**config.mk**
```make
export PLATFORM = sky130hd
export DESIGN_NAME = svp_fifo
export DESIGN_NICKNAME = d
export VERILOG_FILES = /design/src/hdl/svp_pkg.sv /design/src/hdl/svp_fifo.sv
export SDC_FILE = /design/constraint.sdc
export NUM_CORES = 1
export LEC_CHECK = 0
export ABC_AREA = 1
export BUFFER_PORTS_ARGS = -buffer_cell sky130_fd_sc_hd__buf_4
export CAP_MARGIN = 20
export CORE_MARGIN = 4
export CORE_UTILIZATION = 57
export CTS_CLUSTER_DIAMETER = 30
export DETAILED_ROUTE_END_ITERATION = 10
export PLACE_DENSITY = 0.79
export REMOVE_ABC_BUFFERS = 1
export SLEW_MARGIN = 10
export SYNTH_ARGS = -nofsm -noshare
export SYNTH_HDL_FRONTEND = slang
export SYNTH_SLANG_ARGS = --single-unit
```
**constraint.sdc**
```tcl
create_clock -name aclk -period 4.85 [get_ports aclk]
set_input_delay 0 -clock aclk [delete_from_list [all_inputs] [get_ports aclk]]
set_output_delay 0 -clock aclk [all_outputs]
set_load 0.01 [all_outputs]
```
**src/hdl/svp_pkg.sv**
```systemverilog
package svp_pkg;

    // Coordinate width and sine table geometry
    localparam int CoordWidth = 16;
    localparam int SineDepth  = 1024;
    localparam int SineAw     = $clog2(SineDepth);

    // Pipeline geometry
    localparam int DivStages  = 32;
    localparam int PostStages = 13;
    localparam int PipeDepth  = DivStages + PostStages;
    localparam int FifoDepth  = 4;
    localparam int FifoAw     = $clog2(FifoDepth);

    // Arithmetic constants
    localparam logic [15:0] Edge0    = 16'd9830;
    localparam logic [15:0] EdgeSpan = 16'd55706;
    localparam logic [15:0] BandLo   = 16'd9830;
    localparam logic [15:0] BandSpan = 16'd22938;
    localparam logic [63:0] RecipWide = (64'd1 << 47) / 64'd55706;
    localparam logic [31:0] RecipT    = RecipWide[31:0];
    localparam logic [11:0] BaseColor [3] = '{12'd1638, 12'd2294, 12'd3604};

    // Register reset values
    localparam logic [31:0] ResolutionRst = 32'd65537;
    localparam logic [11:0] StripeRst     = 12'd7;
    localparam logic [47:0] TintRst       = 48'h799A4666199A;
    localparam logic [63:0] VignetteRst   = 64'h028F051F0CCD6CCD;
    localparam logic [15:0] ExposureRst   = 16'd4096;

    typedef enum logic [2:0] {
        RegResolution = 3'd0,
        RegStripe     = 3'd1,
        RegInvert     = 3'd2,
        RegOffsetX    = 3'd3,
        RegOffsetY    = 3'd4,
        RegTint       = 3'd5,
        RegVignette   = 3'd6,
        RegExposure   = 3'd7
    } svp_reg_t;

    typedef struct packed {
        logic [31:0] resolution;
        logic [11:0] stripe_freq;
        logic        invert;
        logic [15:0] offset_x;
        logic [15:0] offset_y;
        logic [47:0] tint;
        logic [63:0] vignette;
        logic [15:0] exposure;
    } svp_cfg_t;

    // Item between front and back: divider numerators for u and v
    typedef struct packed {
        logic [31:0] num_u;
        logic [31:0] num_v;
    } svp_item_t;

    typedef logic [15:0] sine_rom_t [SineDepth];

    // Quarter-wave sine in Q1.15 by an integer Taylor series
    function automatic logic [15:0] sine_entry(input int unsigned i);
        logic [63:0] one;
        logic [63:0] t;
        logic [63:0] t2;
        logic [63:0] h;
        logic [63:0] v;
        one = 64'd1 << 30;
        t   = (64'd1686629713 * 64'(i)) / 64'(SineDepth);
        t2  = (t * t) >> 30;
        h   = one - t2 / 64'd110;
        h   = one - ((t2 * h) >> 30) / 64'd72;
        h   = one - ((t2 * h) >> 30) / 64'd42;
        h   = one - ((t2 * h) >> 30) / 64'd20;
        h   = one - ((t2 * h) >> 30) / 64'd6;
        v   = (((t * h) >> 30) + 64'd16384) >> 15;
        return (v > 64'd32768) ? 16'd32768 : v[15:0];
    endfunction

    function automatic sine_rom_t sine_rom_build();
        sine_rom_t tab;
        for (int i = 0; i < SineDepth; i++) begin
            tab[i] = sine_entry(i);
        end
        return tab;
    endfunction

    localparam sine_rom_t SineRom = sine_rom_build();

endpackage

```
**src/hdl/svp_fifo.sv**
```systemverilog
module svp_fifo import svp_pkg::*; (
    input  logic      aclk,
    input  logic      aresetn,
    input  logic      push_valid,
    output logic      push_ready,
    input  svp_item_t push_data,
    output logic      pop_valid,
    input  logic      pop_ready,
    output svp_item_t pop_data
);

    svp_item_t         buf_reg [FifoDepth];
    logic [FifoAw-1:0] wr_ptr_reg;
    logic [FifoAw-1:0] rd_ptr_reg;
    logic [FifoAw:0]   count_reg;
    logic              do_push;
    logic              do_pop;

    assign push_ready = (count_reg != (FifoAw+1)'(FifoDepth));
    assign pop_valid  = (count_reg != '0);
    assign do_push    = push_valid && push_ready;
    assign do_pop     = pop_valid && pop_ready;
    assign pop_data   = buf_reg[rd_ptr_reg];

    always_ff @(posedge aclk) begin
        if (!aresetn) begin
            wr_ptr_reg <= '0;
            rd_ptr_reg <= '0;
            count_reg  <= '0;
        end else begin
            if (do_push) begin
                wr_ptr_reg <= wr_ptr_reg + 1'b1;
            end
            if (do_pop) begin
                rd_ptr_reg <= rd_ptr_reg + 1'b1;
            end
            if (do_push && !do_pop) begin
                count_reg <= count_reg + 1'b1;
            end else if (do_pop && !do_push) begin
                count_reg <= count_reg - 1'b1;
            end
        end
    end

    always_ff @(posedge aclk) begin
        if (do_push) begin
            buf_reg[wr_ptr_reg] <= push_data;
        end
    end

endmodule

```
## Word-level counts from Yosys, hierarchy flattened

Memories as Yosys holds them, arrays and structs flattened. A register that Yosys moved wholly into a read port is not among the register bits.
Cells that the tools add are included.

- $add $sub $neg: 4
- Multipliers: 0
- Divide/modulo/power cells: 0
- Order comparisons: 0
- Eq/ne operators: 1
- Shifts and indexed selects: 0
- Mux-type cells: 6
- Bitwise logic cells: 0
- Reductions and logical operators: 8

Operators with widths:

| operator | number |
|---|---|
| $mux 3 | 2 |
| $add 2x1->2 const B | 2 |
| $logic_and 1x1->1 | 4 |
| $mux 2 | 2 |
| $add 3x1->3 const B | 1 |
| $ne 3x3->1 const B | 1 |
| $reduce_bool 3->1 | 1 |
| $sub 3x1->3 const B | 1 |
| $logic_not 1->1 | 2 |
| $mux 1 | 2 |
| $reduce_bool 2->1 | 1 |

- Flip-flop bits (word level): 7
- Bits in latches: 0
- Bits in writable memories: 256
- Memory bits (read-only): 0
- Input port bits: 68
- Output and inout port bits: 66
- Word-level logic and storage cells: 23
- Memories: 1

Memory list:

| memory | words | bits a word | read ports | clocked after Yosys merged registers in | write ports | line | text |
|---|---|---|---|---|---|---|---|
| buf_reg | 4 | 64 | 1 | 1 | 1 | svp_fifo.sv:12 | `svp_item_t buf_reg [FifoDepth];` |

## Longest topological paths before layout

- Depth after elaboration: 6
- Mapped depth: 13
- Depth with buffers taken out: 13

## Worst setup path after synthesis

No wires, ideal clock.

- Path type: register to register
- From: reg count_reg[0]
- To: mem buf_reg[0][0] (netlist name) (enable)
- Setup time: 0.486 ns
- Data arrival time: 3.406 ns
- Setup slack: 0.957 ns
- Stages on the path, launching flop included: 5
- Clock period less this slack: 3.893 ns
- Path through: dfxtp_1 > nor2_1 > nand2_1 > nand2_1 > nor2_1

- Longest elaborated chain between the ends: 4

Ends and longest elaborated chain:

| element | line | text |
|---|---|---|
| start, declared | svp_fifo.sv:15 | `logic [FifoAw:0] count_reg;` |
| start signal, assigned | svp_fifo.sv:38 | `count_reg <= count_reg + 1'b1;` |
| start signal, assigned | svp_fifo.sv:40 | `count_reg <= count_reg - 1'b1;` |
| $ne 3x3->1 | svp_fifo.sv:19 | `assign push_ready = (count_reg != (FifoAw+1)'(FifoDepth));` |
| named net push_ready | svp_fifo.sv:5 | `output logic push_ready,` |
| $logic_and 1x1->1 | svp_fifo.sv:21 | `assign do_push = push_valid && push_ready;` |
| $mux 1 | svp_fifo.sv:46 | `if (do_push) begin` |
| $mux 1 (implied by the code) | svp_fifo.sv:47 | `buf_reg[wr_ptr_reg] <= push_data;` |
| end, declared | svp_fifo.sv:12 |  |

The timed path passes the listed nets, and every way through them passes these cells.

==> results.json <==
{
  "clk_latency_ps": 520,
  "synthCells": 687,
  "clk_pin_slew_worst_paths_ps": 60,
  "ctsLongestPathBuffers": 3,
  "cp_max_fo": 85,
  "cts_sinks": 265,
  "r2r_setup_slack_ps": 2510,
  "num-nets-final": 974,
  "cts_setup_buffers": 0,
  "drv_cap": 0,
  "ys_seq_area_share_pct": 78.8,
  "hold_class": "input port to flop",
  "r2r-end": "buf_reg[2][40]",
  "grt-ovfl-total": 0,
  "wl_um": 23800,
  "dieArea_um2": 19700,
  "cts_buffers": 41,
  "period_needed_ps": 2650,
  "synth.distinct_cells": 21,
  "grt_pass1_vias": 6720,
  "grt_setup_unrepaired": "false",
  "h-tree-depth": 2,
  "critPathKind": "flop to primary output",
  "root_buffer": "clkbuf_16",
  "place.gp.congestion": 0.805,
  "post_cts_resized": 0,
  "post-place-cells": 1013,
  "cp.required_ps": 4850,
  "hold_slack_ps": 218,
  "grt_antenna_before_repair": 0,
  "cts_tree": "done",
  "antenna_left": 0,
  "r2r_start": "count_reg[0]",
  "fp-row-count": 48,
  "grt_pass1_wl_um": 35900,
  "final_common_cell": "edfxtp_1",
  "post_synth.cell_area_avg_um2": 14.5,
  "largest_reg_flops": 256,
  "slew_violations": 0,
  "track_usage_pct": 23.5,
  "finalSetupViolations": 0,
  "syn_area_um2": 9980,
  "ir_worst_vdd_mv": 0.473,
  "slew_headroom_pct": 34.9,
  "synthToLayoutAreaGrowth_pct": 32.8,
  "grt_max_degree": 129,
  "drt_pass1_iterations": 5,
  "io_pins": 134,
  "core_area_um2": 17200,
  "synth_seq_cells": 265,
  "period_share_pct": 54.6,
  "initial_utilization_pct": 57.9,
  "drt-vias-per-instance": 5.81,
  "drive_above_1_share_pct": 23.4,
  "die_w_um": 140,
  "p_leak_nw": 4.80,
  "worst_pin_slew_ps": 977,
  "status": "finished clean",
  "clock.fmax_mhz": 377,
  "final_cell_mix": "edfxtp_1 (256), buf_4 (141), nor2_1 (138)",
  "skew_ps": 15.1,
  "cp.arrival_ps": 2650,
  "critical_path.endpoint": "pop_data[36]",
  "fin_cells": 1158,
  "hold_violations": 0,
  "drc": 0,
  "numPortBuffers": 133,
  "wl_per_cell_um": 20.6,
  "fin_tns_setup_ps": 0,
  "yosys_warnings": 0,
  "worstSetupStartpointType": "flop",
  "endpoint_kind": "primary output",
  "dr_total_vias": 6726,
  "die_y_um": 140,
  "reg2regPathDepth": 5,
  "power_density_nw_per_um2": 578,
  "drt_iter0_drc": 613,
  "dp_hpwl_um": 11900
}
==> worst min-delay path by stage <==
| stage | slack (ps) | to | cells after the start | start |
|---|---|---|---|---|
| finish | 220 | buf_reg[2][20] | 2 | push_data[20] |
| global route | 220 | buf_reg[0][20] | 2 | push_data[20] |
| CTS | 200 | buf_reg[0][12] | 2 | push_data[12] |
| detailed placement | 200 | buf_reg[3][49] | 1 | push_data[49] |
| global placement | 200 | buf_reg[2][34] | 1 | push_data[34] |
| floorplan | 100 | buf_reg[0][0] | 0 | push_data[0] |
==> metal layers <==
layer	GRT usage, %	routed length [um]	vias to the layer above	part of all wire, %
met1	29.9	9180	3287	39
met4	9.23	684	0	2.9
met5	0	0	-	0
met2	39.3	12000	365	50
li1	-	-	3016	-
met3	5.50	1950	58	8.2
==> kinds of logic (layout without fill, tap and decap cells) <==
family                     Yosys count  in the layout  synth area share, %
DFF                                265            265                 78.8
AOI/OAI and AO/OA                  196            196                 10.6
and+or+nand+nor                    162            162                 6.18
buffers and inverters               57            302                 3.46
adders and majority gates            6              6                0.827
xor gates and xnor gates             1              1               0.0878
other                                0              1                    0
==> metrics by stage <==
| stage | total power, W | util [%] | area [um^2] | worst slack (ps) |
|---|---|---|---|---|
| floorplan | 0.00374 | - | 9700 | 957 |
| detailed placement | 0.00454 | 64.4 | 11100 | 2530 |
| global placement | 0.00446 | 64.2 | 11100 | 2590 |
| global route | 0.00795 | 76.9 | 13300 | 2050 |
| finish | 0.00767 | 76.9 | 13300 | 2200 |
| CTS | 0.00764 | 76.7 | 13200 | 2220 |
==> cells in the mapped netlist (all sizes together) <==
| cell type | n | area share, % |
|---|---|---|
| edfxtp | 256 | 77 |
| nor2 | 142 | 5.3 |
| o21ai | 129 | 6.5 |
| o22ai | 64 | 4.0 |
| buf | 24 | 2.2 |
| clkbuf | 17 | 0.68 |
| inv | 15 | 0.59 |
| nand2 | 15 | 0.56 |
| dfxtp | 9 | 1.8 |
| ha | 5 | 0.63 |
| nand3 | 4 | 0.20 |
| a21oi | 3 | 0.15 |
| clkinv | 1 | 0.038 |
| fa | 1 | 0.20 |
| nand3b | 1 | 0.075 |
| xor2 | 1 | 0.088 |
==> layout make-up <==
class                           count  area, um^2
Fill cell                         909        3980
Tap cell                          225         282
Timing Repair Buffer              211        1790
Clock inverter                     32         419
Inverter                           16        62.6
Sequential cell                   265        7870
Multi-Input combinational cell    365        1800
Antenna cell                        1        2.50
Clock buffer                       43        1030
==> report_power, final <==
part | leakage [nW] | switching, W | internal [W]
Sequential | 2.42 | 0.0000734 | 0.00279
Clock | 0.701 | 0.00108 | 0.00200
Combinational | 1.68 | 0.00106 | 0.000668
Total | 4.80 | 0.00221 | 0.00546
==> critical path, stage by stage (launching register included) <==
cell	delay [ps]
dfxtp_4	340
inv_4	630
buf_4	560
o21ai_1	130
o22ai_1	240
buf_4	180
==> repair_timing <==
| action | CTS | global route |
|---|---|---|
| hold buffers | 68 | 0 |
| hold endpoints to repair | 265 | 0 |
| endpoints found under the setup margin | 0 | 0 |
Note: power is estimated with default switching activity, not from simulation.
