File: config.mk
export PLATFORM = sky130hd
export DESIGN_NAME = svp_front
export DESIGN_NICKNAME = d
export VERILOG_FILES = /design/src/hdl/svp_pkg.sv /design/src/hdl/svp_front.sv
export SDC_FILE = /design/constraint.sdc
export NUM_CORES = 1
export LEC_CHECK = 0
export BUFFER_PORTS_ARGS = -buffer_cell sky130_fd_sc_hd__buf_2
export CORE_MARGIN = 3
export CORE_UTILIZATION = 36
export CTS_BUF_LIST = sky130_fd_sc_hd__clkbuf_2 sky130_fd_sc_hd__clkbuf_4 sky130_fd_sc_hd__clkbuf_8
export CTS_CLUSTER_SIZE = 20
export DETAILED_ROUTE_END_ITERATION = 8
export GPL_TIMING_DRIVEN = 0
export MAX_ROUTING_LAYER = met4
export PLACE_DENSITY = 0.87
export SYNTH_ARGS = -nofsm -noshare
export SYNTH_HDL_FRONTEND = slang
export SYNTH_SLANG_ARGS = --single-unit
File: constraint.sdc
create_clock -name aclk -period 1.7 [get_ports aclk]
set_clock_uncertainty 0.1 [all_clocks]
set_input_delay 0.255 -clock aclk [delete_from_list [all_inputs] [get_ports aclk]]
set_output_delay 0.255 -clock aclk [all_outputs]
set_load 0.02 [all_outputs]
File: src/hdl/svp_pkg.sv
package svp_pkg;

    // Coordinate width and sine table geometry
    localparam int CoordWidth = 16;
    localparam int SineDepth  = 1024;
    localparam int SineAw     = $clog2(SineDepth);

    // Pipeline geometry
    localparam int DivStages  = 32;
    localparam int PostStages = 13;
    localparam int PipeDepth  = DivStages + PostStages;
    localparam int FifoDepth  = 4;
    localparam int FifoAw     = $clog2(FifoDepth);

    // Arithmetic constants
    localparam logic [15:0] Edge0    = 16'd9830;
    localparam logic [15:0] EdgeSpan = 16'd55706;
    localparam logic [15:0] BandLo   = 16'd9830;
    localparam logic [15:0] BandSpan = 16'd22938;
    localparam logic [63:0] RecipWide = (64'd1 << 47) / 64'd55706;
    localparam logic [31:0] RecipT    = RecipWide[31:0];
    localparam logic [11:0] BaseColor [3] = '{12'd1638, 12'd2294, 12'd3604};

    // Register reset values
    localparam logic [31:0] ResolutionRst = 32'd65537;
    localparam logic [11:0] StripeRst     = 12'd7;
    localparam logic [47:0] TintRst       = 48'h799A4666199A;
    localparam logic [63:0] VignetteRst   = 64'h028F051F0CCD6CCD;
    localparam logic [15:0] ExposureRst   = 16'd4096;

    typedef enum logic [2:0] {
        RegResolution = 3'd0,
        RegStripe     = 3'd1,
        RegInvert     = 3'd2,
        RegOffsetX    = 3'd3,
        RegOffsetY    = 3'd4,
        RegTint       = 3'd5,
        RegVignette   = 3'd6,
        RegExposure   = 3'd7
    } svp_reg_t;

    typedef struct packed {
        logic [31:0] resolution;
        logic [11:0] stripe_freq;
        logic        invert;
        logic [15:0] offset_x;
        logic [15:0] offset_y;
        logic [47:0] tint;
        logic [63:0] vignette;
        logic [15:0] exposure;
    } svp_cfg_t;

    // Item between front and back: divider numerators for u and v
    typedef struct packed {
        logic [31:0] num_u;
        logic [31:0] num_v;
    } svp_item_t;

    typedef logic [15:0] sine_rom_t [SineDepth];

    // Quarter-wave sine in Q1.15 by an integer Taylor series
    function automatic logic [15:0] sine_entry(input int unsigned i);
        logic [63:0] one;
        logic [63:0] t;
        logic [63:0] t2;
        logic [63:0] h;
        logic [63:0] v;
        one = 64'd1 << 30;
        t   = (64'd1686629713 * 64'(i)) / 64'(SineDepth);
        t2  = (t * t) >> 30;
        h   = one - t2 / 64'd110;
        h   = one - ((t2 * h) >> 30) / 64'd72;
        h   = one - ((t2 * h) >> 30) / 64'd42;
        h   = one - ((t2 * h) >> 30) / 64'd20;
        h   = one - ((t2 * h) >> 30) / 64'd6;
        v   = (((t * h) >> 30) + 64'd16384) >> 15;
        return (v > 64'd32768) ? 16'd32768 : v[15:0];
    endfunction

    function automatic sine_rom_t sine_rom_build();
        sine_rom_t tab;
        for (int i = 0; i < SineDepth; i++) begin
            tab[i] = sine_entry(i);
        end
        return tab;
    endfunction

    localparam sine_rom_t SineRom = sine_rom_build();

endpackage

File: src/hdl/svp_front.sv
module svp_front import svp_pkg::*; (
    input  logic        aclk,
    input  logic        aresetn,
    input  logic        enable,
    input  logic        s_valid,
    output logic        s_ready,
    input  logic [15:0] s_pixel_x,
    input  logic [15:0] s_pixel_y,
    output logic        push_valid,
    input  logic        push_ready,
    output svp_item_t   push_data
);

    localparam logic [15:0] CoordMask = 16'((32'd1 << CoordWidth) - 1);

    svp_item_t   item_reg;
    logic        vld_reg;
    logic [15:0] px;
    logic [15:0] py;
    logic        take;

    assign s_ready    = enable && (!vld_reg || push_ready);
    assign take       = s_valid && s_ready;
    assign px         = s_pixel_x & CoordMask;
    assign py         = s_pixel_y & CoordMask;
    assign push_valid = vld_reg;
    assign push_data  = item_reg;

    always_ff @(posedge aclk) begin
        if (!aresetn) begin
            vld_reg <= 1'b0;
        end else if (take) begin
            vld_reg <= 1'b1;
        end else if (push_ready) begin
            vld_reg <= 1'b0;
        end
    end

    // (2p + 1) << 15
    always_ff @(posedge aclk) begin
        if (take) begin
            item_reg.num_u <= {px, 1'b1, 15'd0};
            item_reg.num_v <= {py, 1'b1, 15'd0};
        end
    end

endmodule

Word-level counts from Yosys, hierarchy flattened

Index checks and enable logic that the tools add are counted.
Widths: inputs -> output; s select.

Bits in registers: 33
Bits of input ports: 37
Output and inout port bits: 66
Word-level logic and storage cells: 10

Mux-type cells: 2
Reductions and logical operators: 5

Operators with widths:

| operator          | number |
|---|---|
| $logic_and 1x1->1 | 2 |
| $mux 1            | 2 |
| $reduce_bool 2->1 | 1 |
| $logic_not 1->1   | 1 |
| $logic_or 1x1->1  | 1 |

Longest topological paths before layout

Gate-level depths: netlist of the first run.

Depth after elaboration: 5
Gate-level depth with buffers: 2
Mapped depth without buffers: 2

Worst setup path before layout of the first run

Ideal clock, no wire load.

Path kind: flip-flop to flip-flop
From: reg vld_reg, in the netlist push_valid
To: reg item_reg, in the netlist push_data[16] (enable)
Setup time: 0.378 ns
Arrival: 1.049 ns
Required time: 1.222 ns
Path slack: 0.173 ns
Stages on the path, launching flop included: 3
Buffers on the path: 0
Period minus slack after synthesis: 1.527 ns
Cell sequence: dfxtp_1 nand2b_4 nor2b_4

Word-level cells in the longest chain between the ends: 4

Ends and longest elaborated chain:

| element                | RTL line        | source |
|---|---|---|
| start, declared        | svp_front.sv:17 | `logic vld_reg;` |
| start signal, assigned | svp_front.sv:31 | `vld_reg <= 1'b0;` |
| start signal, assigned | svp_front.sv:33 | `vld_reg <= 1'b1;` |
| start signal, assigned | svp_front.sv:35 | `vld_reg <= 1'b0;` |
| $logic_not 1->1        | svp_front.sv:22 | `assign s_ready = enable && (!vld_reg \|\| push_ready);` |
| $logic_or 1x1->1       | svp_front.sv:22 |  |
| $logic_and 1x1->1      | svp_front.sv:22 |  |
| $logic_and 1x1->1      | svp_front.sv:23 | `assign take = s_valid && s_ready;` |
| named net take         | svp_front.sv:20 | `logic take;` |
| end, declared          | svp_front.sv:16 | `svp_item_t item_reg;` |

The timed path passes the listed nets, and every way through them passes these cells.
A chain may end at the register's enable or synchronous reset.

Worst setup path in the final report of the first run

From: reg vld_reg, in the netlist push_valid
To: reg item_reg, in the netlist push_data[20] (enable)

Word-level cells in the longest chain between the ends: 4

Ends and longest elaborated chain:

| element           | RTL line |
|---|---|
| $logic_not 1->1   | svp_front.sv:22 |
| $logic_or 1x1->1  | svp_front.sv:22 |
| $logic_and 1x1->1 | svp_front.sv:22 |
| $logic_and 1x1->1 | svp_front.sv:23 |

Every way passes these cells.

==> results of run 1 <==
==> synthesized netlist by cell type <==
cell	instances	area (µm²)
buf_4	32	240
edfxtp_1	32	961
conb_1	2	7.51
a21boi_2	1	11.3
and2_4	1	8.76
dfxtp_1	1	20.0
nand2_2	1	6.26
nand2b_4	1	13.8
nor2b_4	1	13.8
==> sequential cells by signal, indices dropped and copies added (netlist names) <==
register / count
push_valid: 1
push_data: 32
==> per-stage QoR <==
stage	hold slack [ns]	area [µm²]	cells	util	total power, mW
floorplan	0.254	1400	102	-	1.15
global placement	0.331	1800	218	0.532	1.22
detailed placement	0.333	1800	218	0.532	1.22
CTS	0.0554	2170	257	0.641	1.67
global route	0.0706	2180	258	0.643	1.74
finish	0.0786	2180	258	0.643	1.66
==> what timing repair did <==
action,CTS,global route
setup endpoints to repair,0,24
hold endpoints to repair,32,0
hold buffers,32,0
==> metal layers <==
layer | routed length [µm] | part of all wire | vias up | global-route usage
met4 | 24 | 0.0082 | 0 | 0.0699
met2 | 1640 | 0.56 | 63 | 0.249
met5 | 0 | 0 | - | -
met1 | 983 | 0.33 | 411 | 0.127
li1 | - | - | 466 | -
met3 | 297 | 0.10 | 4 | 0.0530
==> power groups by stage <==
stage	combinational (mW)	clock (mW)	sequential (mW)
2_1_floorplan	0.141	0	1.01
3_3_place_gp	0.258	0	0.958
3_5_place_dp	0.261	0	0.960
4_1_cts	0.317	0.408	0.941
5_1_grt	0.349	0.445	0.944
6_report	0.326	0.392	0.941
==> worst paths after layout <==
kind	to	slack, ns	depth (start not counted)
max	push_data[20]	0.13	2
min	push_valid	0.08	2
max reg2reg	push_data[20]	0.13	2
min reg2reg	push_valid	0.43	2
==> cell type report <==
type / instances / area share
plain buffers: 32 / 0.110
clock inverters: 1 / 0.00172
well taps: 46 / 0.0264
flip-flops and latches: 33 / 0.450
repair buffers: 102 / 0.308
clock buffers: 6 / 0.0207
multi-input cells: 38 / 0.0838
==> cells in the final DEF (no fill, tap or decap) <==
cell type,instances
buf_4,32
and2_4,1
dlygate4sd3_1,32
nor2b_4,1
dfxtp_1,1
buf_2,70
a21boi_2,1
conb_1,32
nand2b_4,1
nand2_2,1
clkinv_1,1
nor2b_2,1
edfxtp_1,32
clkbuf_4,6
==> logic make-up (layout without fill, tap and decap cells) <==
family	after synthesis	after routing	synth area share
AO/OA/AOI/OAI	1	1	0.00878
flip-flops	33	33	0.765
other	2	32	0.00586
AND/OR/NAND/NOR	4	5	0.0332
buffers and inverters	32	141	0.187
==> flow_summary.ini, run 1 <==
[outcome]
outcome = completed

[power]
internal-power_mw = 1.25
leakagePower_nw = 1.06
vdd_drop_max_mv = 0.504
power_switching_mw = 0.405
clockPowerShare = 0.236
swShare = 0.244
combPwrFrac = 0.197
sequentialPowerShare = 0.567
cellPowerDensity_mw_per_mm2 = 761

[die]
die_h_um = 65.7
core_mm2 = 0.00339
start_util = 0.378
dieArea_mm2 = 0.00431
die_w_um = 65.7
row_count = 21
top_level_ports = 103

[hold_path]
min_from = aresetn
hold_path.class = in2reg

[cells_and_area]
nNetsFinal = 249
seqCellArea_um2 = 981
nFillCells = 259
multi_input_comb_area_um2 = 183
syn_to_final_growth_pct = 70.0
drive_above_1_share = 0.538
n_antenna_cell = 0

[route]
drt_iter0_markers = 41
postRouteAntennaNets = 0
vias = 944
drtPass1Iterations = 2
wl_mm = 2.94
drc = 0
vias_per_cell = 3.66
wl_per_cell_um = 11.4

[critical_path]
crit_family = simple AND/OR/NAND/NOR gates
crit_arrival_ns = 1.42
critPathMaxStageDelay_ns = 0.66
required_ns = 1.55
r2r_start = push_valid
worstSetupEndpointType = flop
critPathKind = reg2reg
worstSetupStartpoint = push_valid
start_kind = flop
critPathBufInv = 0
crit_chain = nand2b_4 > nor2b_2
worstPathMaxFanout = 16
crit_slowest_cell = nor2b_2

[cts]
root_buffer = clkbuf_4
cts_resized = 0
clk_pin_slew_ns = 0.08
clockBufferDepth = 2
numCtsBuffers = 5
clk_latency_ns = 0.31
cts.htree.levels = 2
cts_tree = yes
cts.sinks = 33
post_cts.repair.setup_buffers = 0

[timing]
worst_pin_slew_ns = 0.787
tns_ns = 0
rsz0062_at_grt = false
worst_slack_ns = 0.129
finalCriticalPeriod_ns = 1.57
maxSlewViolCount = 0
setup_viol = 0
period_share = 0.924
hold_viol_final = 0
max_freq_mhz = 636
slew_headroom = 0.473

[synthesis]
ys_seq_area_frac = 0.765
synth_warnings = 0
synth_cell_type_count = 9
synth-seq-cells = 33
synthCells = 72
syn_area_mm2 = 0.00128
postSynthAreaPerCell_um2 = 17.8

[placed_design]
dp_slack_ns = 0.0289
io_buffers = 70
gp_congestion = 0.662
place_hpwl_mm = 1.90

[global_routing]
grt_pass1_vias = 923
overflow = 0
antenna_found_initial = 0
grt_pass1_wl_mm = 4.17
grtUsageTotal = 0.139
grt_max_degree = 33

[run]
max_cap_viol_count = 0
No activity file was read; power rests on OpenSTA's default activity.
==> run 2: changes to the inputs <==
- CORE_UTILIZATION: 36 -> 40
- PLACE_DENSITY: 0.87 -> 0.94
- clock period: 1.7 -> 1.75 ns (I/O delays scaled with it)
==> run 2 against run 1 <==
Register-to-register slack about the same. Sequential power down 2.9%. Non-clock buffer count is 25 lower. Critical path depth is the same. Critical path type unchanged. Critical endpoint is now push_data[62].
==> flow_summary.ini, run 2 (synthesis results as in run 1) <==
[die]
start_util = 0.442
core_mm2 = 0.00290
top_level_ports = 103
die_w_um = 62.6
die_h_um = 62.6
dieArea_mm2 = 0.00392
row_count = 19

[critical_path]
worstPathMaxFanout = 32
regToRegSetupSlack_ns = 0.14
reg2regPathDepth = 2
worstSetupStartpoint = push_valid
required_ns = 1.58
worstSetupEndpointType = flop
crit_end = push_data[62]
critPathKind = reg2reg
start_kind = flop
r2r_start = push_valid
r2r-end = push_data[62]
crit_arrival_ns = 1.44

[run]
max_cap_viol_count = 0

[route]
vias = 853
drtPass1Iterations = 2
wl_mm = 2.70
drc = 0
wl_per_cell_um = 11.8
vias_per_cell = 3.72
drt_iter0_markers = 17
postRouteAntennaNets = 0

[hold_path]
hold_path.class = in2reg
holdPathStages = 1

[cells_and_area]
final_common_cell = buf_2
final_cell_mix = buf_2, buf_4, conb_1, edfxtp_1, clkbuf_4
syn_to_final_growth_pct = 50.3
fin_util = 0.665
postLayoutCellArea_mm2 = 0.00193
drive_above_1_share = 0.615
nNetsFinal = 223
largest_reg_flops = 32
n_antenna_cell = 0

[cts]
numCtsBuffers = 5
hold_buffers = 2
root_buffer = clkbuf_4
clockBufferDepth = 2
clk_pin_slew_ns = 0.09
cts.htree.levels = 2
post_cts.repair.setup_buffers = 0
cts_tree = yes
cts_resized = 0
clk_latency_ns = 0.31
cts.sinks = 33

[timing]
maxSlewViolCount = 0
tns_ns = 0
worst_pin_slew_ns = 0.845
max_freq_mhz = 620
holdWs_ns = 0.0195
period_share = 0.921
hold_viol_final = 0
slew_headroom = 0.436
setup_viol = 0
rsz0062_at_grt = false
finalCriticalPeriod_ns = 1.61

[global_routing]
grt_pass1_wl_mm = 4.11
overflow = 0
grt_max_degree = 33
antenna_found_initial = 0
grt_pass1_vias = 909
grtUsageTotal = 0.143

[placed_design]
gp_congestion = 0.640
place_area_mm2 = 0.00180
place_hpwl_mm = 2.17
io_buffers = 70

[power]
cellPowerDensity_mw_per_mm2 = 832
vdd_drop_max_mv = 0.599
leakagePower_nw = 0.954
p_total_mw = 1.60

[outcome]
outcome = completed
## run 2: final cells by class
class                   count  area [µm²]
well taps                  42        52.6
fillers                   229         972
flip-flops and latches     33         981
plain buffers              32         240
repair buffers             77         420
multi-input cells          37         174
clock buffers               8        60.1
## run 2: through the flow
step                      setup slack (ns)  instances
after floorplan                      0.223        102
after global placement               0.109        214
after detailed placement            0.0757        214
after CTS                            0.113        224
after global routing                0.0167        229
final                                0.138        229
## run 2: worst min-delay path by stage
stage | startpoint | to
2_1_floorplan | s_pixel_y[0] | push_data[16]
3_3_place_gp | s_pixel_x[7] | push_data[55]
3_5_place_dp | s_pixel_y[2] | push_data[18]
4_1_cts | s_pixel_x[4] | push_data[52]
5_1_grt | s_pixel_y[8] | push_data[24]
6_report | s_pixel_x[8] | push_data[56]
## run 2: routing by layer
metal,global-route usage,part of all wire,up-vias
li1,-,-,412
met1,0.143,0.35,365
met2,0.249,0.53,72
met3,0.0504,0.11,4
met4,0.0661,0.013,0
met5,-,0,-
## run 2: worst max-delay path, cell delays in order, from the launching register on
cell and delay [ns]:
dfxtp_1 0.34, nand2b_4 0.08, nor2b_4 0.70
## run 2: power by group
part | switching [mW] | internal [mW]
clock | 0.212 | 0.207
sequential | 0.00770 | 0.906
combinational | 0.158 | 0.114
